**src/lsc_pkg.sv**
```systemverilog
// Shared types, widths and constants of the point-light triangle culler.
`default_nettype none

package lsc_pkg;

  // Defaults of the top-level parameters
  localparam int MAX_VERTS_DEF   = 1024;
  localparam int MAX_INDEXES_DEF = 4096;

  // Field widths
  localparam int POS_W  = 24;
  localparam int NORM_W = 16;
  localparam int IDX_W  = 10;
  localparam int RAD_W  = 23;
  localparam int CNT_W  = 11;
  localparam int CODE_W = 6;

  // Arithmetic widths: light minus position, one product, sum of three
  localparam int DIFF_W = POS_W + 1;
  localparam int PROD_W = DIFF_W + NORM_W;
  localparam int DOT_W  = PROD_W + 2;

  localparam logic [CODE_W-1:0] CODE_ALL = '1;
  localparam int CNT_MAX = (2 ** CNT_W) - 1;

  // Configuration port
  localparam int CFG_AW = 4;
  localparam int CFG_DW = 32;

  typedef enum logic [1:0] {
    REG_LIGHT_X  = 2'd0,
    REG_LIGHT_Y  = 2'd1,
    REG_LIGHT_Z  = 2'd2,
    REG_LIGHT_RAD = 2'd3
  } lsc_reg_t;

  typedef enum logic [1:0] {
    ACT_START    = 2'd0,
    ACT_VERTEX   = 2'd1,
    ACT_TRIANGLE = 2'd2,
    ACT_NONE     = 2'd3
  } lsc_action_t;

  // Queue between front and back
  localparam int QDEPTH = 4;
  localparam int QPTR_W = $clog2(QDEPTH);
  localparam int QCNT_W = $clog2(QDEPTH + 1);

  typedef enum logic {
    OP_CLEAR = 1'b0,
    OP_TRI   = 1'b1
  } lsc_op_t;

  typedef struct packed {
    lsc_op_t          op;
    logic             keep;
    logic [IDX_W-1:0] a;
    logic [IDX_W-1:0] b;
    logic [IDX_W-1:0] c;
    logic             last;
  } lsc_entry_t;

  typedef struct packed {
    logic              empty;
    logic [QCNT_W-1:0] count;
  } lsc_qstat_t;

  typedef struct packed {
    logic signed [POS_W-1:0] x;
    logic signed [POS_W-1:0] y;
    logic signed [POS_W-1:0] z;
    logic [RAD_W-1:0]        radius;
  } lsc_light_t;

endpackage

`default_nettype wire

```
**src/lsc_if.sv**
```systemverilog
// Valid/ready channel interfaces for vertex/triangle items and cull results.
`default_nettype none


interface lsc_out_if import lsc_pkg::*; ();
  logic             valid;
  logic             ready;
  logic             keep;
  logic [IDX_W-1:0] out_a;
  logic [IDX_W-1:0] out_b;
  logic [IDX_W-1:0] out_c;
  logic [CNT_W-1:0] kept_count;
  logic [CNT_W-1:0] culled_count;
  logic             surface_done;

  modport source (
    output valid, keep, out_a, out_b, out_c, kept_count, culled_count, surface_done,
    input  ready
  );
  modport sink (
    input  valid, keep, out_a, out_b, out_c, kept_count, culled_count, surface_done,
    output ready
  );
endinterface

`default_nettype wire

```
**src/lsc_back.sv**
```systemverilog
// Back end: keeps the saturating kept/culled counters and drives results.
`default_nettype none

module lsc_back import lsc_pkg::*; #(
  parameter int MAX_INDEXES = MAX_INDEXES_DEF
) (
  input  wire logic       clk,
  input  wire logic       rst_n,
  input  wire lsc_qstat_t qstat,
  input  wire lsc_entry_t q_data,
  output logic            q_pop,
  lsc_out_if.source       out_ch
);

  localparam int CntLimit = (MAX_INDEXES / 3 > CNT_MAX) ? CNT_MAX : MAX_INDEXES / 3;

  logic             out_valid_r, out_valid_nxt;
  logic             out_free;
  logic             load;
  logic [CNT_W-1:0] kept_r, kept_nxt;
  logic [CNT_W-1:0] culled_r, culled_nxt;

  logic             keep_r;
  logic [IDX_W-1:0] a_r, b_r, c_r;
  logic [CNT_W-1:0] kept_out_r, culled_out_r;
  logic             done_r;

  // a start drains at once; a triangle waits for a free output register
  assign out_free = ~out_valid_r | out_ch.ready;
  assign q_pop    = ~qstat.empty & ((q_data.op == OP_CLEAR) | out_free);

  // counter update
  always_comb begin
    kept_nxt   = kept_r;
    culled_nxt = culled_r;
    load       = 1'b0;
    if (q_pop) begin
      case (q_data.op)
        OP_CLEAR: begin
          kept_nxt   = '0;
          culled_nxt = '0;
        end
        OP_TRI: begin
          load = 1'b1;
          if (q_data.keep) begin
            if (kept_r < CNT_W'(CntLimit)) begin
              kept_nxt = kept_r + 1'b1;
            end
          end else begin
            if (culled_r < CNT_W'(CntLimit)) begin
              culled_nxt = culled_r + 1'b1;
            end
          end
        end
        default: load = 1'b0;
      endcase
    end
  end

  assign out_valid_nxt = load | (out_valid_r & ~out_ch.ready);

  always_ff @(posedge clk) begin
    if (!rst_n) begin
      out_valid_r <= 1'b0;
      kept_r      <= '0;
      culled_r    <= '0;
    end else begin
      out_valid_r <= out_valid_nxt;
      kept_r      <= kept_nxt;
      culled_r    <= culled_nxt;
    end
  end

  // result register
  always_ff @(posedge clk) begin
    if (load) begin
      keep_r       <= q_data.keep;
      a_r          <= q_data.a;
      b_r          <= q_data.b;
      c_r          <= q_data.c;
      kept_out_r   <= kept_nxt;
      culled_out_r <= culled_nxt;
      done_r       <= q_data.last;
    end
  end

  assign out_ch.valid        = out_valid_r;
  assign out_ch.keep         = keep_r;
  assign out_ch.out_a        = a_r;
  assign out_ch.out_b        = b_r;
  assign out_ch.out_c        = c_r;
  assign out_ch.kept_count   = kept_out_r;
  assign out_ch.culled_count = culled_out_r;
  assign out_ch.surface_done = done_r;

endmodule

`default_nettype wire

```
**src/flat_wrapper.sv**
```systemverilog
// flat-port wrapper written by rule: the top's interface ports become plain ports
module lsc_back_flat import lsc_pkg::*;
#(
  parameter int MAX_INDEXES = MAX_INDEXES_DEF
)
  (clk, rst_n, qstat, q_data, q_pop, out_ch_valid, out_ch_keep, out_ch_out_a, out_ch_out_b, out_ch_out_c, out_ch_kept_count, out_ch_culled_count, out_ch_surface_done, out_ch_ready);
  lsc_out_if out_ch_i ();
  input  wire logic clk;
  input  wire logic rst_n;
  input  wire lsc_qstat_t qstat;
  input  wire lsc_entry_t q_data;
  output logic q_pop;
  output wire logic [$bits(out_ch_i.valid)-1:0] out_ch_valid;
  output wire logic [$bits(out_ch_i.keep)-1:0] out_ch_keep;
  output wire logic [$bits(out_ch_i.out_a)-1:0] out_ch_out_a;
  output wire logic [$bits(out_ch_i.out_b)-1:0] out_ch_out_b;
  output wire logic [$bits(out_ch_i.out_c)-1:0] out_ch_out_c;
  output wire logic [$bits(out_ch_i.kept_count)-1:0] out_ch_kept_count;
  output wire logic [$bits(out_ch_i.culled_count)-1:0] out_ch_culled_count;
  output wire logic [$bits(out_ch_i.surface_done)-1:0] out_ch_surface_done;
  input wire logic [$bits(out_ch_i.ready)-1:0] out_ch_ready;
  assign out_ch_valid = out_ch_i.valid;
  assign out_ch_keep = out_ch_i.keep;
  assign out_ch_out_a = out_ch_i.out_a;
  assign out_ch_out_b = out_ch_i.out_b;
  assign out_ch_out_c = out_ch_i.out_c;
  assign out_ch_kept_count = out_ch_i.kept_count;
  assign out_ch_culled_count = out_ch_i.culled_count;
  assign out_ch_surface_done = out_ch_i.surface_done;
  assign out_ch_i.ready = out_ch_ready;
  lsc_back #(.MAX_INDEXES(MAX_INDEXES)) u_core (.clk(clk), .rst_n(rst_n), .qstat(qstat), .q_data(q_data), .q_pop(q_pop), .out_ch(out_ch_i));
endmodule
```
**config.mk**
```make
export PLATFORM = sky130hd
export DESIGN_NAME = lsc_back_flat
export DESIGN_NICKNAME = d
export VERILOG_FILES = /design/src/lsc_pkg.sv /design/src/lsc_if.sv /design/src/lsc_back.sv /design/src/flat_wrapper.sv
export SDC_FILE = /design/constraint.sdc
export NUM_CORES = 1
export LEC_CHECK = 0
export BUFFER_PORTS_ARGS = -buffer_cell sky130_fd_sc_hd__buf_2
export CORE_MARGIN = 3
export CORE_UTILIZATION = 54
export DETAILED_ROUTE_END_ITERATION = 8
export GPL_TIMING_DRIVEN = 0
export PLACE_DENSITY = 0.87
export SLEW_MARGIN = 10
export SYNTH_ARGS = -nofsm -noshare
export SYNTH_HDL_FRONTEND = slang
export SYNTH_SLANG_ARGS = --single-unit
export TNS_END_PERCENT = 20
```
**constraint.sdc**
```tcl
create_clock -name clk -period 5.85 [get_ports clk]
set_input_delay 0 -clock clk [delete_from_list [all_inputs] [get_ports clk]]
set_output_delay 0 -clock clk [all_outputs]
set_load 0.05 [all_outputs]
```
Yosys cells after proc, flatten, opt, wreduce, memory -nomap -nowiden
Index checks and enable logic that the tools add are counted.
- bitwise logic cells: 9
- magnitude comparators: 2
- mux-type cells: 10
- add/subtract/negate cells: 2
- operators by type and width (operator ; number):
    11-bit 2-to-1 mux ; 6
    11-bit one-hot mux with 2 select lines ; 2
    11-bit by 1-bit adder with 11-bit output, second input constant ; 2
    11-bit < comparator, second input constant ; 2
    1-bit inverter ; 4
    1-bit OR ; 3
    1-bit AND ; 2
    1-bit 2-to-1 mux ; 2
- register bits after elaboration: 77
- logic and storage cells: 33
- input bits: 40

Logic depth before layout (Yosys ltp)
- depth in word-level cells: 6
- depth in mapped cells: 5

Worst setup path after synthesis
No wires, ideal clock.
- path kind: reg-to-reg
- start: reg u_core.out_valid_r, in the netlist u_core.out_ch.valid
- end: reg u_core.culled_r[1]
- period minus slack after synthesis: 3.789 ns
- required time: 5.791 ns
- arrival time: 3.730 ns
- cell stages (with the launch flop): 6
- path slack: 2.061 ns
- buffers on the path: 0
- library setup time: 0.059 ns
- cells stage by stage: dfxtp_1 > nand2b_1 > nor2b_1 > and3_1 > a32o_1 > and2_1
- cells in the longest elaborated chain, start to end: 5
- ends and longest elaborated chain (what ; RTL line ; RTL):
    from (decl) ; lsc_back.sv:17 ; logic out_valid_r, out_valid_nxt;
    from (signal assigned) ; lsc_back.sv:68 ; out_valid_r <= out_valid_nxt;
    1-bit inverter ; lsc_back.sv:29 ; assign out_free = ~out_valid_r | out_ch.ready;
    1-bit OR ; lsc_back.sv:29 ;
    1-bit OR ; lsc_back.sv:30 ; assign q_pop = ~qstat.empty & ((q_data.op == OP_CLEAR) | out_free);
    1-bit AND ; lsc_back.sv:30 ;
    11-bit 2-to-1 mux ; lsc_back.sv:37 ; if (q_pop) begin
    via u_core.culled_nxt[1] ; lsc_back.sv:21 ; logic [CNT_W-1:0] culled_r, culled_nxt;
    to (signal assigned) ; lsc_back.sv:70 ; culled_r <= culled_nxt;
    to (decl) ; lsc_back.sv:21 ;
The timed path passes the listed nets, and every way through them passes these cells.
A chain may end at the register's enable or synchronous reset.

Worst setup path after layout
- start: reg u_core.kept_r[7]
- end: reg u_core.kept_out_r[7], in the netlist u_core.out_ch.kept_count[7] (data pin)
- cells in the longest elaborated chain, start to end: 5
- ends and longest elaborated chain (what ; RTL line ; RTL):
    from (decl) ; lsc_back.sv:20 ; logic [CNT_W-1:0] kept_r, kept_nxt;
    from (signal assigned) ; lsc_back.sv:69 ; kept_r <= kept_nxt;
    11-bit by 1-bit adder with 11-bit output / 11-bit < comparator (equally long branches) ; lsc_back.sv:47, lsc_back.sv:46 ;
    11-bit 2-to-1 mux ; lsc_back.sv:46 ; if (kept_r < CNT_W'(CntLimit)) begin
    11-bit 2-to-1 mux ; lsc_back.sv:45 ; if (q_data.keep) begin
    11-bit one-hot mux with 2 select lines ; lsc_back.sv:38 ; case (q_data.op)
    11-bit 2-to-1 mux * ; lsc_back.sv:37 ;
    via u_core.kept_nxt[7] ; lsc_back.sv:20 ;
    to (signal assigned) ; lsc_back.sv:81 ; kept_out_r <= kept_nxt;
    to (decl) ; lsc_back.sv:25 ; logic [CNT_W-1:0] kept_out_r, culled_out_r;
The timed path passes the listed nets; every way through them passes the cells marked *.

==> results.sh <==
export IMPL_status="finished clean"
export IMPL_clk_pin_slew_ps=80
export IMPL_grt_max_degree=29
export IMPL_antenna_found_initial=0
export IMPL_synth_top_area_share_pct=54.7
export IMPL_power_mw=1.13
export IMPL_whs_ps=57.1
export IMPL_worstSkewPairLatency_ps=340
export IMPL_critical_path_class="register to register"
export IMPL_peakVddDrop_mv=0.212
export IMPL_layout_commonest_cell="buf_2"
export IMPL_path_delay_family="compound AO/OA/AOI/OAI gates"
export IMPL_worstHoldPathCells=3
export IMPL_htree_levels=3
export IMPL_worstPathRequired_ps=5930
export IMPL_cts_sinks=77
export IMPL_die_y_um=80.1
export IMPL_power_switching_mw=0.290
export IMPL_setup_viol_count_final=0
export IMPL_cp_start_kind="register"
export IMPL_p_per_area_nw_per_um2=276
export IMPL_final_max_slew_violation_count=0
export IMPL_tritoncts="done"
export IMPL_finalCriticalPeriod_ps=2110
export IMPL_ios=96
export IMPL_power_frac_seq_pct=53.7
export IMPL_tns_ps=0
export IMPL_grt_pass1_wl_um=10600
export IMPL_syn2layout_area_growth_pct=37.9
export IMPL_via_per_inst=5.13
export IMPL_worst_slew_pin_slew_ps=705
export IMPL_first_iter_violations=95
export IMPL_rows=26
export IMPL_rr_worst_depth=5
export IMPL_internal_power_mw=0.840
export IMPL_vias=2232
export IMPL_pwr_share_clk_pct=34.3
export IMPL_cts_buffer_depth=2
export IMPL_hold_violations=0
export IMPL_path_max_fanout=9
export IMPL_hold_path_class="primary input to register"
export IMPL_netlist_top_cells_area="edfxtp_1 55%, dfxtp_1 16%, nor2_1 4.3%"
export IMPL_min_from="q_data[32]"
export IMPL_async_reset_ff_share_pct=0
export IMPL_yosysWarningCount=0
export IMPL_crit_buf_inv=0
export IMPL_fin_nets=402
export IMPL_synth_edf_count=54
export IMPL_r2r_slack_ps=3740
export IMPL_grt_usage_pct=22.2
export IMPL_core_area_um2=5200
export IMPL_grt_pass1_vias=2202
export IMPL_ys_seq_elements=77
export IMPL_syn_nets=263
export IMPL_drc=0
export IMPL_wl_per_cell_um=15.3
export IMPL_synth_seq_area_share_pct=70.2
export IMPL_hold_path_end="u_core.out_ch.valid$_SDFF_PN0_"
export IMPL_crit_reg2reg_launch="u_core.kept_r[7]$_SDFF_PN0_"
export IMPL_avgSynthCellArea_um2=13.4
export IMPL_ctsResizeCount=0
export IMPL_initial_utilization_pct=56.9
export IMPL_dieArea_um2=6410
export IMPL_die_x_um=80.1
export IMPL_cap_viol_max_count=0
export IMPL_io_buffer_count=92
export IMPL_fmax_mhz=473
export IMPL_drt_total_wl_um=6670
export IMPL_grt_ovfl_total=0
export IMPL_cp_slowest_stage_delay_ps=720
export IMPL_cts_root_buf="clkbuf_8"
export IMPL_drive_gt1_share_pct=32.3
export IMPL_path_cells="a21oi_1 -> o2111ai_2 -> a2111oi_0 -> xnor2_1 -> nor2_1"
export IMPL_p_comb_share_pct=12.0
export IMPL_n_antenna_cell=0
export IMPL_final_cell_mix="92 x buf_2, 54 x edfxtp_1, 34 x nor2_1, 34 x dlygate4sd3_1, 23 x dfxtp_1"
export IMPL_ys_types=41
export IMPL_switching_share_pct=25.6
export IMPL_finalCritPeriodShare_pct=36.1
export IMPL_dp_hpwl_um=4120
export IMPL_synth_top_cell_by_area="edfxtp_1"
export IMPL_cts_made_buffers=9
export IMPL_cp_data_arrival_time_ps=2190
export IMPL_leakagePower_nw=1.60
export IMPL_cp_startpoint="u_core.kept_r[7]$_SDFF_PN0_"
export IMPL_synth_area_um2=2960
export IMPL_critPathSlowestCell="a2111oi_0"
export IMPL_gp_congestion=0.833
export IMPL_rsz0062_at_grt="no"
export IMPL_synth_flop_cell="edfxtp_1"
export IMPL_dr_pass1_iters=5
export IMPL_synth_cells=221
export IMPL_final_antenna_net_count=0
export IMPL_reg2reg_to="u_core.out_ch.kept_count[7]$_DFFE_PP_"
export IMPL_endpoint_kind="register"
export IMPL_slew_headroom_pct=51.8
export IMPL_finClkSkew_ps=6.34
## worst max-delay path by stage
stage / end / slack, ps / depth (start not counted)
6_report: u_core.out_ch.kept_count[7]$_DFFE_PP_ / 3740 / 5
5_1_grt: u_core.out_ch.kept_count[7]$_DFFE_PP_ / 3640 / 5
4_1_cts: u_core.out_ch.kept_count[5]$_DFFE_PP_ / 3800 / 5
3_5_place_dp: u_core.out_ch.kept_count[5]$_DFFE_PP_ / 3810 / 5
3_3_place_gp: u_core.culled_r[1]$_SDFF_PN0_ / 1440 / 5
2_1_floorplan: u_core.culled_r[1]$_SDFF_PN0_ / 2060 / 5
## per-stage QoR
stage | area, µm² | utilization [%] | worst slack (ps) | std cells
4_1_cts | 4090 | 78.6 | 3800 | 435
3_3_place_gp | 3510 | 67.5 | 1440 | 383
2_1_floorplan | 2960 | - | 2060 | 221
5_1_grt | 4090 | 78.6 | 3640 | 435
3_5_place_dp | 3560 | 68.4 | 3810 | 385
6_report | 4090 | 78.6 | 3740 | 435
## metal layers
| metal | wire, µm | vias up | global-route usage [%] |
|---|---|---|---|
| li1 | - | 1097 | - |
| met1 | 2810 | 1043 | 27.0 |
| met3 | 430 | 8 | 5.27 |
| met2 | 3320 | 84 | 37.7 |
| met5 | 0 | - | 0 |
| met4 | 114 | 0 | 9.29 |
## synth_stat cells (3+ instances only)
cell type,instances
inv_1,3
a211oi_1,3
or3_1,4
and3_1,6
nor2_1,34
dfxtp_1,23
nand2_1,11
a21oi_1,12
edfxtp_1,54
xor2_1,5
xnor2_1,9
nand3_1,7
nor3_1,3
nand2b_1,3
nand4_1,3
o211ai_1,4
clkbuf_1,4
o21ai_0,5
a2111oi_0,3
## repair_timing
| action | 4_1_cts | 5_1_grt |
|---|---|---|
| setup buffers | 0 | 0 |
| endpoints found under the hold margin | 35 | 0 |
| hold buffers | 34 | 0 |
## kinds of logic (layout without fill, tap and decap cells)
kind of cell / after synthesis / in the layout / share of synthesized area (%)
and+or+nand+nor: 80 / 80 / 13.0
DFF: 77 / 77 / 70.2
buffers and inverters: 7 / 151 / 0.886
AOI/OAI and AO/OA: 41 / 41 / 10.9
xor gates and xnor gates: 14 / 14 / 4.14
adders and majority gates: 2 / 2 / 0.844
## power groups by stage
stage / Combinational, mW / Clock (mW) / Sequential (mW)
final: 0.136 / 0.387 / 0.607
after global routing: 0.143 / 0.416 / 0.609
after CTS: 0.135 / 0.391 / 0.607
after detailed placement: 0.117 / 0 / 0.619
after global placement: 0.110 / 0 / 0.621
after floorplan: 0.0202 / 0 / 0.679
## worst reg2reg max path, cell delays in order, from the launching register on
cell,delay [ps]
dfxtp_1,350
a21oi_1,240
o2111ai_2,260
a2111oi_0,730
xnor2_1,220
nor2_1,60
## sequential cells by signal, summed over array words and instances, names as in the netlist
name	count
u_core.out_ch.surface_done	1
u_core.out_ch.keep	1
u_core.out_ch.out_a	10
u_core.kept_r	11
u_core.out_ch.kept_count	11
u_core.culled_r	11
u_core.out_ch.out_c	10
u_core.out_ch.out_b	10
u_core.out_ch.valid	1
u_core.out_ch.culled_count	11
## cell type report
type | count | area [µm²]
Timing Repair Buffer | 128 | 841
Multi-Input combinational cell | 137 | 863
Tap cell | 70 | 87.6
Buffer | 4 | 15.0
Clock inverter | 6 | 61.3
Clock buffer | 10 | 128
Fill cell | 306 | 1120
Inverter | 3 | 11.3
Sequential cell | 77 | 2080
(Power assumes the default switching activity.)
