File: src/lsc_pkg.sv
// Shared types, widths and constants of the point-light triangle culler.
`default_nettype none

package lsc_pkg;

  // Defaults of the top-level parameters
  localparam int MAX_VERTS_DEF   = 1024;
  localparam int MAX_INDEXES_DEF = 4096;

  // Field widths
  localparam int POS_W  = 24;
  localparam int NORM_W = 16;
  localparam int IDX_W  = 10;
  localparam int RAD_W  = 23;
  localparam int CNT_W  = 11;
  localparam int CODE_W = 6;

  // Arithmetic widths: light minus position, one product, sum of three
  localparam int DIFF_W = POS_W + 1;
  localparam int PROD_W = DIFF_W + NORM_W;
  localparam int DOT_W  = PROD_W + 2;

  localparam logic [CODE_W-1:0] CODE_ALL = '1;
  localparam int CNT_MAX = (2 ** CNT_W) - 1;

  // Configuration port
  localparam int CFG_AW = 4;
  localparam int CFG_DW = 32;

  typedef enum logic [1:0] {
    REG_LIGHT_X  = 2'd0,
    REG_LIGHT_Y  = 2'd1,
    REG_LIGHT_Z  = 2'd2,
    REG_LIGHT_RAD = 2'd3
  } lsc_reg_t;

  typedef enum logic [1:0] {
    ACT_START    = 2'd0,
    ACT_VERTEX   = 2'd1,
    ACT_TRIANGLE = 2'd2,
    ACT_NONE     = 2'd3
  } lsc_action_t;

  // Queue between front and back
  localparam int QDEPTH = 4;
  localparam int QPTR_W = $clog2(QDEPTH);
  localparam int QCNT_W = $clog2(QDEPTH + 1);

  typedef enum logic {
    OP_CLEAR = 1'b0,
    OP_TRI   = 1'b1
  } lsc_op_t;

  typedef struct packed {
    lsc_op_t          op;
    logic             keep;
    logic [IDX_W-1:0] a;
    logic [IDX_W-1:0] b;
    logic [IDX_W-1:0] c;
    logic             last;
  } lsc_entry_t;

  typedef struct packed {
    logic              empty;
    logic [QCNT_W-1:0] count;
  } lsc_qstat_t;

  typedef struct packed {
    logic signed [POS_W-1:0] x;
    logic signed [POS_W-1:0] y;
    logic signed [POS_W-1:0] z;
    logic [RAD_W-1:0]        radius;
  } lsc_light_t;

endpackage

`default_nettype wire

File: src/lsc_queue.sv
// Short FIFO of triangle verdicts and surface starts between front and back.
`default_nettype none

module lsc_queue import lsc_pkg::*; (
  input  wire logic       clk,
  input  wire logic       rst_n,
  input  wire logic       push,
  input  wire lsc_entry_t din,
  input  wire logic       pop,
  output lsc_entry_t      dout,
  output lsc_qstat_t      qstat
);

  lsc_entry_t        mem_r [QDEPTH];
  logic [QPTR_W-1:0] wr_ptr_r, rd_ptr_r;
  logic [QCNT_W-1:0] count_r, count_nxt;

  // pointers and fill level; the front never pushes into a full queue
  always_comb begin
    count_nxt = count_r;
    case ({push, pop})
      2'b10:   count_nxt = count_r + 1'b1;
      2'b01:   count_nxt = count_r - 1'b1;
      default: count_nxt = count_r;
    endcase
  end

  always_ff @(posedge clk) begin
    if (!rst_n) begin
      wr_ptr_r <= '0;
      rd_ptr_r <= '0;
      count_r  <= '0;
    end else begin
      if (push) begin
        wr_ptr_r <= (32'(wr_ptr_r) == QDEPTH - 1) ? '0 : wr_ptr_r + 1'b1;
      end
      if (pop) begin
        rd_ptr_r <= (32'(rd_ptr_r) == QDEPTH - 1) ? '0 : rd_ptr_r + 1'b1;
      end
      count_r <= count_nxt;
    end
  end

  // entry storage
  always_ff @(posedge clk) begin
    if (push) begin
      mem_r[wr_ptr_r] <= din;
    end
  end

  assign dout        = mem_r[rd_ptr_r];
  assign qstat.count = count_r;
  assign qstat.empty = (count_r == '0);

endmodule

`default_nettype wire

File: config.mk
export PLATFORM = sky130hd
export DESIGN_NAME = lsc_queue
export DESIGN_NICKNAME = d
export VERILOG_FILES = /design/src/lsc_pkg.sv /design/src/lsc_queue.sv
export SDC_FILE = /design/constraint.sdc
export NUM_CORES = 1
export LEC_CHECK = 0
export CORE_MARGIN = 4
export CORE_UTILIZATION = 35
export CTS_CLUSTER_DIAMETER = 150
export CTS_CLUSTER_SIZE = 25
export DETAILED_ROUTE_END_ITERATION = 16
export DONT_BUFFER_PORTS = 1
export GPL_ROUTABILITY_DRIVEN = 0
export HOLD_SLACK_MARGIN = 0.06
export PLACE_DENSITY_LB_ADDON = 0.15
export SYNTH_ARGS = -nofsm -noshare
export SYNTH_HDL_FRONTEND = slang
export SYNTH_SLANG_ARGS = --single-unit
File: constraint.sdc
create_clock -name clk -period 5 [get_ports clk]
set_clock_uncertainty 0.1 [all_clocks]
set_input_delay 0.25 -clock clk [delete_from_list [all_inputs] [get_ports clk]]
set_output_delay 0.25 -clock clk [all_outputs]
set_load 0.01 [all_outputs]
# Yosys cells after proc, flatten, opt, wreduce, memory -nomap -nowiden
# Memories as Yosys holds them, arrays and structs flattened. A register that Yosys moved wholly into a read port is not among the register bits.
# Index checks and enable logic that the tools add are counted.
# op_classes
addsub,4
n_eq_ne,4
mux,7
n_reduce_logical,2
# ops
op,n
$mux W2,4
$eq A2 B2 Y1 const B,3
$pmux W3 S2,1
$add A2 B1 Y2 const B,2
$add A3 B1 Y3 const B,1
$logic_not A3 Y1,1
$sub A3 B1 Y3 const B,1
$eq A2 B1 Y1 const B,1
$mux W1,2
$reduce_bool A2 Y1,1
# word_totals
ff_bits,7
ram_bits,132
inputBits,37
output_inout_bits,37
wordCells,21
mem_count,1
# memory_table
name,words,word_bits,read_ports,rd_clocked_by_memory_dff,write_ports,line_no,source
mem_r,4,33,1,1,1,lsc_queue.sv:14,lsc_entry_t mem_r [QDEPTH];

# Longest topological paths before layout
# Gate-level depths: netlist of run 1.
# depth
word_depth,4
depth_mapped,7
depth_no_buf,7

# Worst setup path after synthesis of run 1
# Ideal clock, no wire load.
# synth_timing
kind,register to register
startpoint,register wr_ptr_r[0]
endpoint,memory mem_r[3][0] (netlist name) (enable)
setup_time_ns,0.393
arrival_time_ns,1.364
required_ns,4.507
setup_slack_ns,3.143
stages_incl_launch_ff,3
path_buffers,0
period_less_slack_ns,1.857
cell_sequence,dfxtp_1 ha_1 and2_1
# synth_lines
item,line_no,source
from (decl),lsc_queue.sv:15,"logic [QPTR_W-1:0] wr_ptr_r, rd_ptr_r;"
from (signal assigned),lsc_queue.sv:35,wr_ptr_r <= (32'(wr_ptr_r) == QDEPTH - 1) ? '0 : wr_ptr_r + 1'b1;
to (decl),lsc_queue.sv:14,
# No word-level cell before the write port.

==> flow_metrics.py, run 1 <==
metrics = {
    "run_status": {
        "outcome": "finished clean",
    },
    "power_and_ir_drop": {
        "powerDensity_nw_per_um2": 427,
        "clock_power_share": 0.426,
        "leakage_nw": 2.03,
        "power_switching_share": 0.219,
        "comb_power_share": 0.065,
        "ir_drop_uv": 194,
        "cellInternalPower_mw": 2.11,
        "netSwitchingPower_uw": 591,
        "pwr-share-seq": 0.509,
    },
    "floorplanning": {
        "fp.dieW_um": 131,
        "core_um2": 14600,
        "die_area_um2": 17100,
        "rows": 44,
        "pin_count": 74,
        "fp.dieH_um": 131,
        "start_util": 0.360,
    },
    "timing": {
        "finalWorstSetupSlack_ns": 2.37,
        "rsz0062_at_grt": "false",
        "setup_violations": 0,
        "fin_crit_sh": 0.526,
        "worst_slew_pin_slew_ns": 0.973,
        "finalHoldViolCount": 0,
        "timing.fmax_mhz": 380,
        "setup_tns_ns": 0,
        "drv_slew": 0,
        "max_slew_margin": 0.351,
        "min_period_ns": 2.63,
    },
    "critical_path": {
        "crit_buf_inv": 1,
        "startpoint_type": "flop",
        "ff2ff_setup_slack_ns": 3.09,
        "crit_path_max_fanout": 18,
        "required_ns": 4.65,
        "cpPeakStageDelay_ns": 0.70,
        "path_delay_family": "flip-flops",
        "crit_chain": "buf_4 > mux4_1",
        "worstPathArrival_ns": 2.28,
        "crit_type": "flop to primary output",
        "endpoint_kind": "primary output",
        "cp_slowest_cell": "dfxtp_2",
    },
    "clock_network": {
        "numCtsBuffers": 17,
        "htreeDepth": 4,
        "clk_pin_slew_ns": 0.06,
        "clockBufferDepth": 2,
        "clk-insertion-delay-late_ns": 0.41,
        "cts_tree": "done",
        "cts_sinks": 141,
        "root_buffer": "clkbuf_16",
    },
    "synth": {
        "yosys_most_used_dff": "edfxtp_1",
        "synthesis.area_um2": 5270,
        "synth_area_leaders": "edfxtp_1 75%, mux4_2 13%, dfxtp_1 3.4%, mux4_1 1.5%, ha_1 1.4%",
        "ys_seq_area_frac": 0.787,
        "netlist_top_cells_count": "132 x edfxtp_1, 30 x mux4_2, 9 x dfxtp_1",
        "synthArstFlopShare": 0,
        "synth-warning-count": 0,
        "synth_nets": 263,
        "synth_seq_cells": 141,
        "synth_top_area_frac": 0.753,
        "syn_inst": 219,
        "synthMostInstantiatedCell": "edfxtp_1",
        "yosys.area.top_type": "edfxtp_1",
        "yosysUniqueCellTypes": 24,
        "synth_edf_count": 132,
        "syn_avg_cell_area_um2": 24.0,
    },
    "global_route": {
        "grt_pass1_wl_mm": 13.9,
        "gr-usage-all-layers": 0.115,
        "grt-ovfl-total": 0,
        "grt_pass1_vias": 2444,
        "grt_max_degree": 34,
        "grt_antenna_before_repair": 0,
    },
    "finish": {
        "fin_cells": 464,
        "diodes": 0,
        "drive_above_1_share": 0.243,
        "finish.net_count": 311,
        "syn_to_final_growth_pct": 20.2,
        "n_fill_cell": 1267,
    },
    "drt": {
        "ant_nets": 0,
        "top_layer": "met4",
        "wl_met1_mm": 3.75,
        "wire_per_inst_um": 19.5,
        "num_vias": 2229,
        "via_per_inst": 4.80,
        "met3_length_um": 549,
        "drc": 0,
        "drt_iter0_drc": 130,
        "postRouteWirelength_mm": 9.04,
        "met2_length_mm": 4.53,
        "drt_pass1_iterations": 4,
    },
    "place": {
        "post-place-ws_ns": 2.66,
        "dp_hpwl_mm": 4.96,
        "portBuffers": 0,
        "dp_cells": 396,
    },
    "flow_run": {
        "drv_cap": 0,
    },
    "min_path": {
        "hold_class": "primary input to flop",
    },
}
-- kinds of logic after synthesis --
kind of cell | share of synthesized area
DFF | 0.787
AOI/OAI and AO/OA | 0.00570
muxes | 0.147
adders and majority gates | 0.0181
and+or+nand+nor | 0.0176
xor gates and xnor gates | 0.00333
buffers and inverters | 0.0214
-- final cells by class --
type	count	area, µm²	area share
well taps	184	230	0.0364
clock inverters	14	121	0.0192
multi-input cells	64	1010	0.160
clock buffers	18	429	0.0678
inverters	6	22.5	0.00356
repair buffers	37	368	0.0581
flip-flops and latches	141	4150	0.655
-- power by group through the flow --
stage	clock [mW]	sequential [mW]	combinational, mW
after global placement	0	1.40	0.146
after CTS	1.19	1.38	0.183
after detailed placement	0	1.40	0.148
after floorplan	0	1.38	0.137
after global routing	1.25	1.38	0.193
final	1.15	1.37	0.176
-- placed cells by master, fill, tap and decap left out, types with 3 or more instances in the layout --
master and count:
clkbuf_16 17, mux4_1 3, nor2b_1 4, clkinvlp_4 3, inv_1 6, edfxtp_1 132, and2_2 4, dlygate4sd3_1 36
clkinv_2 5, dfxtp_1 7, clkinv_4 4, mux4_2 30, ha_1 6
-- flip-flops by register name, summed over array words and instances (netlist names), named ones only --
signal    flops
rd_ptr_r      2
mem_r       132
wr_ptr_r      2
count_r       3
-- per-stage QoR --
step | instance area (µm²) | power [mW] | hold WS (ns) | util
2_1_floorplan | 5270 | 1.52 | 0.249 | -
3_3_place_gp | 5420 | 1.55 | 0.249 | 0.370
3_5_place_dp | 5420 | 1.55 | 0.249 | 0.370
4_1_cts | 6330 | 2.75 | 0.137 | 0.432
5_1_grt | 6330 | 2.82 | 0.190 | 0.432
6_report | 6330 | 2.70 | 0.183 | 0.432
-- path summary, 6_finish.rpt --
kind	startpoint	to	cells after the start
worst min register to register	rd_ptr_r[1]	flop	2
worst max register to register	wr_ptr_r[0]	mem_r[3][7]	2
worst max-delay path	flop	dout[16]	2
worst min-delay path	pop	count_r[2]	3
-- layer usage --
layer,global-route usage,up-vias
li1,-,1009
met1,0.132,1141
met2,0.186,60
met3,0.0451,19
met4,0.0617,0
met5,0,-
-- worst reg2reg max path: stages, from the launching register on --
cell and delay (ns):
dfxtp_1 0.40, ha_1 0.21, and2_2 0.80
-- timing repair --
action,CTS,global route
gates resized for setup,0,0
setup buffers,0,0
endpoints found under the hold margin,141,0
endpoints found under the setup margin,0,0
hold buffers,36,0
Power figures use the tool's default switching activity.
==> run 2, diff against run 1 <==
clock period = 2.3 ns   (was 5 ns; I/O delays follow)
==> run 2 against run 1 <==
Effect of this change:
- setup slack lost 2.2 ns
- hold slack lost 0.091 ns
- critical endpoint is now dout[26]
- register-to-register slack lost 2.5 ns
- highest routed layer unchanged
- count of clock-buffer cells in the layout grew 5
- combinational power grew 150%
- die area is the same
==> flow_metrics.py, run 2 (synthesized netlist as in run 1, its figures left out) <==
metrics = {
    "clock_network": {
        "clk_pin_slew_ns": 0.05,
        "cts_sinks": 141,
        "clockBufferDepth": 2,
        "numCtsBuffers": 17,
        "htreeDepth": 4,
        "post_cts_buffers": 0,
        "clk-insertion-delay-late_ns": 0.41,
        "root_buffer": "clkbuf_16",
        "cts_tree": "done",
    },
    "floorplanning": {
        "pin_count": 74,
        "rows": 44,
        "fp.dieW_um": 131,
        "fp.dieH_um": 131,
        "die_area_um2": 17100,
        "start_util": 0.360,
        "core_um2": 14600,
    },
    "place": {
        "portBuffers": 0,
        "dp_hpwl_mm": 5.87,
        "post-place-ws_ns": 0.529,
    },
    "timing": {
        "finalHoldViolCount": 0,
        "timing.fmax_mhz": 477,
        "setup_violations": 0,
        "rsz0062_at_grt": "false",
        "fin_crit_sh": 0.911,
        "setup_tns_ns": 0,
        "min_period_ns": 2.09,
        "finalWorstSetupSlack_ns": 0.205,
        "hold_slack_ns": 0.0924,
        "max_slew_margin": 0.677,
        "drv_slew": 0,
        "worst_slew_pin_slew_ns": 0.484,
    },
    "critical_path": {
        "crit_chain": "buf_12 > mux4_1",
        "crit_type": "flop to primary output",
        "endpoint_kind": "primary output",
        "required_ns": 2.09,
        "startpoint_type": "flop",
        "worstPathArrival_ns": 1.88,
        "path_delay_family": "multiplexers",
        "cp_slowest_cell": "mux4_1",
        "ff2ff_setup_slack_ns": 0.55,
        "crit_buf_inv": 1,
        "crit_path_max_fanout": 19,
        "cpPeakStageDelay_ns": 0.64,
    },
    "power_and_ir_drop": {
        "ir_drop_uv": 482,
        "powerDensity_nw_per_um2": 932,
        "leakage_nw": 2.11,
        "finalPower_mw": 6.06,
    },
    "drt": {
        "num_vias": 2275,
        "drt_pass1_iterations": 4,
        "met3_length_um": 593,
        "wl_met1_mm": 4.12,
        "met2_length_mm": 4.74,
        "top_layer": "met4",
        "drc": 0,
        "ant_nets": 0,
        "via_per_inst": 4.79,
        "drt_iter0_drc": 104,
        "wire_per_inst_um": 20.2,
        "postRouteWirelength_mm": 9.61,
    },
    "global_route": {
        "grt-ovfl-total": 0,
        "grt_pass1_wl_mm": 14.6,
        "grt_antenna_before_repair": 0,
        "gr-usage-all-layers": 0.121,
        "grt_max_degree": 25,
        "grt_pass1_vias": 2510,
    },
    "finish": {
        "layout_commonest_cell": "edfxtp_1",
        "regMostFlops": "mem_r",
        "largest_registers": "mem_r x132, count_r x3",
        "utilization": 0.444,
        "syn_to_final_growth_pct": 23.5,
        "finish.net_count": 322,
        "drive_above_1_share": 0.258,
        "largest_reg_flops": 132,
        "diodes": 0,
        "final_cell_mix": "132 x edfxtp_1, 37 x dlygate4sd3_1, 30 x mux4_2",
    },
    "min_path": {
        "hold_class": "primary input to flop",
    },
    "run_status": {
        "outcome": "finished clean",
    },
    "flow_run": {
        "drv_cap": 0,
    },
}
==> run 2: layout make-up <==
class,count,area (µm²)
Clock buffer,23,478
Clock inverter,9,110
Inverter,6,22.5
Tap cell,184,230
Sequential cell,141,4150
Timing Repair Buffer,48,503
Fill cell,1262,8140
Multi-Input combinational cell,64,1010
==> run 2: power breakdown <==
group / total [mW] / internal, mW / switching, mW
Sequential: 2.97 / 2.92 / 0.0499
Clock: 2.65 / 1.68 / 0.971
Combinational: 0.436 / 0.206 / 0.230
==> run 2: worst paths after layout <==
path | startpoint | end | cells past startpoint
worst max-delay path | flop | dout[26] | 2
worst min register to register | rd_ptr_r[1] | flop | 2
worst min-delay path | push | mem_r[0][30] | 1
worst max register to register | count_r[0] | count_r[2] | 5
==> run 2: routing by layer <==
layer	GRT usage	vias up
met5	0	-
met2	0.189	59
met3	0.0488	13
met1	0.148	1173
met4	0.0526	0
li1	-	1030
==> run 2: stage by stage <==
stage / instances / area (µm²)
floorplan: 219 / 5270
global placement: 406 / 5550
detailed placement: 406 / 5550
CTS: 475 / 6500
global route: 475 / 6500
finish: 475 / 6500
==> run 2: worst register-to-register path: cells and delay by family (launching register included) <==
family                     cells  cell delay (ns)
and+or+nand+nor                1             0.30
adders and majority gates      1             0.44
AOI/OAI and AO/OA              1             0.15
buffers and inverters          1             0.10
DFF                            1             0.44
xor gates and xnor gates       1             0.16
==> run 2: what timing repair did <==
action | in CTS | in global routing
hold buffers | 37 | 0
resized for setup | 0 | 0
setup endpoints to repair | 0 | 0
endpoints found under the hold margin | 147 | 0
==> run 3, diff against run 2 <==
CORE_MARGIN = unset   (was 4)
==> run 3 against run 2 <==
Effect of this change:
- die area shrank 9.0%
- critical path depth grew 6
- sequential power is essentially flat
- cell count shrank 1.1%
- first-iteration DRC count shrank 15%
- sequential share of layout area grew 0.51 points
- utilization shrank 0.18 points
- design area shrank 0.79%
- clock power shrank 4%
- largest cell class unchanged
==> flow_metrics.py, run 3 (synthesized netlist as in run 1, its figures left out) <==
metrics = {
    "drt": {
        "wire_per_inst_um": 19.8,
        "ant_nets": 0,
        "via_per_inst": 4.79,
        "postRouteWirelength_mm": 9.29,
        "drt_iter0_drc": 88,
        "num_vias": 2252,
        "drc": 0,
        "drt_pass1_iterations": 4,
    },
    "critical_path": {
        "r2r_start": "count_r[0]",
        "crit_type": "primary input to flop",
        "cp-startpoint": "push",
        "startpoint_type": "primary input",
        "endpoint_kind": "flop",
        "r2r_cells": 5,
        "r2r_end": "count_r[1]",
        "setup.worst_path.end": "count_r[1]",
        "ff2ff_setup_slack_ns": 0.29,
        "required_ns": 2.50,
        "worstPathArrival_ns": 2.32,
        "crit_path_max_fanout": 4,
    },
    "place": {
        "dp_hpwl_mm": 5.33,
        "portBuffers": 0,
    },
    "clock_network": {
        "htreeDepth": 4,
        "cts_tree": "done",
        "cts_sinks": 141,
        "root_buffer": "clkbuf_16",
        "clk-insertion-delay-late_ns": 0.41,
        "clk_pin_slew_ns": 0.06,
        "cts_repair_resize_count": 0,
        "numCtsBuffers": 17,
        "clockBufferDepth": 2,
    },
    "floorplanning": {
        "pin_count": 74,
        "rows": 44,
        "start_util": 0.361,
        "core_um2": 14600,
        "die_area_um2": 15500,
        "fp.dieH_um": 125,
        "fp.dieW_um": 125,
    },
    "finish": {
        "finish.net_count": 318,
        "drive_above_1_share": 0.241,
        "layout_commonest_cell": "edfxtp_1",
        "syn_to_final_growth_pct": 22.5,
        "diodes": 0,
        "largest_reg_flops": 132,
        "final_cell_mix": "132 x edfxtp_1, 37 x dlygate4sd3_1, 30 x mux4_2",
        "regMostFlops": "mem_r",
        "largest_registers": "mem_r x132, count_r x3",
    },
    "power_and_ir_drop": {
        "finalPower_mw": 5.95,
        "powerDensity_nw_per_um2": 921,
        "leakage_nw": 2.08,
        "ir_drop_uv": 450,
    },
    "timing": {
        "drv_slew": 0,
        "finalHoldViolCount": 0,
        "setup_tns_ns": 0,
        "fin_crit_sh": 0.924,
        "rsz0062_at_grt": "false",
        "min_period_ns": 2.13,
        "setup_violations": 0,
        "worst_slew_pin_slew_ns": 0.940,
        "timing.fmax_mhz": 470,
        "max_slew_margin": 0.374,
    },
    "min_path": {
        "hold_depth": 1,
        "hold_class": "primary input to flop",
    },
    "flow_run": {
        "drv_cap": 0,
    },
    "run_status": {
        "outcome": "finished clean",
    },
    "global_route": {
        "gr-usage-all-layers": 0.130,
        "grt_pass1_wl_mm": 14.2,
        "grt-ovfl-total": 0,
        "grt_max_degree": 34,
        "grt_pass1_vias": 2433,
        "grt_antenna_before_repair": 0,
    },
}
## run 3: cell count changes in the layout (fill, tap and decap cells not counted)
| cell | previous run | this run |
|---|---|---|
| clkbuf_1 | 3 | 0 |
| inv_6 | 1 | 0 |
| clkbuf_8 | 3 | 0 |
| clkinvlp_4 | 2 | 3 |
| buf_12 | 4 | 5 |
| clkinv_1 | 1 | 5 |
| buf_4 | 7 | 2 |
| clkinv_2 | 1 | 2 |
## run 3: report_power, final
part           switching (mW)  internal, mW  total, mW
clock                   0.985          1.56       2.55
combinational           0.232         0.201      0.433
sequential             0.0401          2.92       2.96
## run 3: worst min-delay path by stage
stage	from	to	slack, ns
global placement	din[4]	mem_r[2][4]	0.11
finish	push	mem_r[3][18]	0.09
floorplan	din[0]	mem_r[0][0]	0.11
global route	push	mem_r[3][0]	0.1
detailed placement	din[12]	mem_r[1][12]	0.11
CTS	push	mem_r[3][16]	0.09
## run 3: critical path, stage by stage
cell,delay (ns)
dlygate4sd3_1,0.61
inv_1,0.11
ha_1,0.19
inv_1,0.06
fa_1,0.47
o21ai_0,0.06
and2_1,0.15
dlygate4sd3_1,0.54
## run 3: final cells by class
type | instances | area [µm²]
Clock buffer | 17 | 425
Multi-Input combinational cell | 64 | 1010
Tap cell | 184 | 230
Inverter | 6 | 22.5
Timing Repair Buffer | 44 | 485
Clock inverter | 14 | 129
Sequential cell | 141 | 4150
Fill cell | 1237 | 8140
## run 3: through the flow
step	hold WS (ns)	cells	instance area, µm²	setup slack [ns]	util
final	0.0932	470	6450	0.174	0.442
after global routing	0.0961	470	6450	0.111	0.442
after CTS	0.0933	470	6450	0.194	0.442
after detailed placement	0.114	402	5530	0.383	0.379
after global placement	0.114	402	5530	0.456	0.379
after floorplan	0.114	219	5270	0.443	-
## run 3: what timing repair did
action	in CTS	in global routing
hold endpoints to repair	149	0
hold buffers	37	0
setup buffers	0	0
## run 3: layer usage
layer	part of all wire	vias up	GRT usage	wire (µm)
met3	0.054	13	0.0498	504
met2	0.53	57	0.216	4920
met4	0.019	0	0.0680	176
met5	0	-	0	0
met1	0.40	1162	0.146	3690
li1	-	1020	-	-
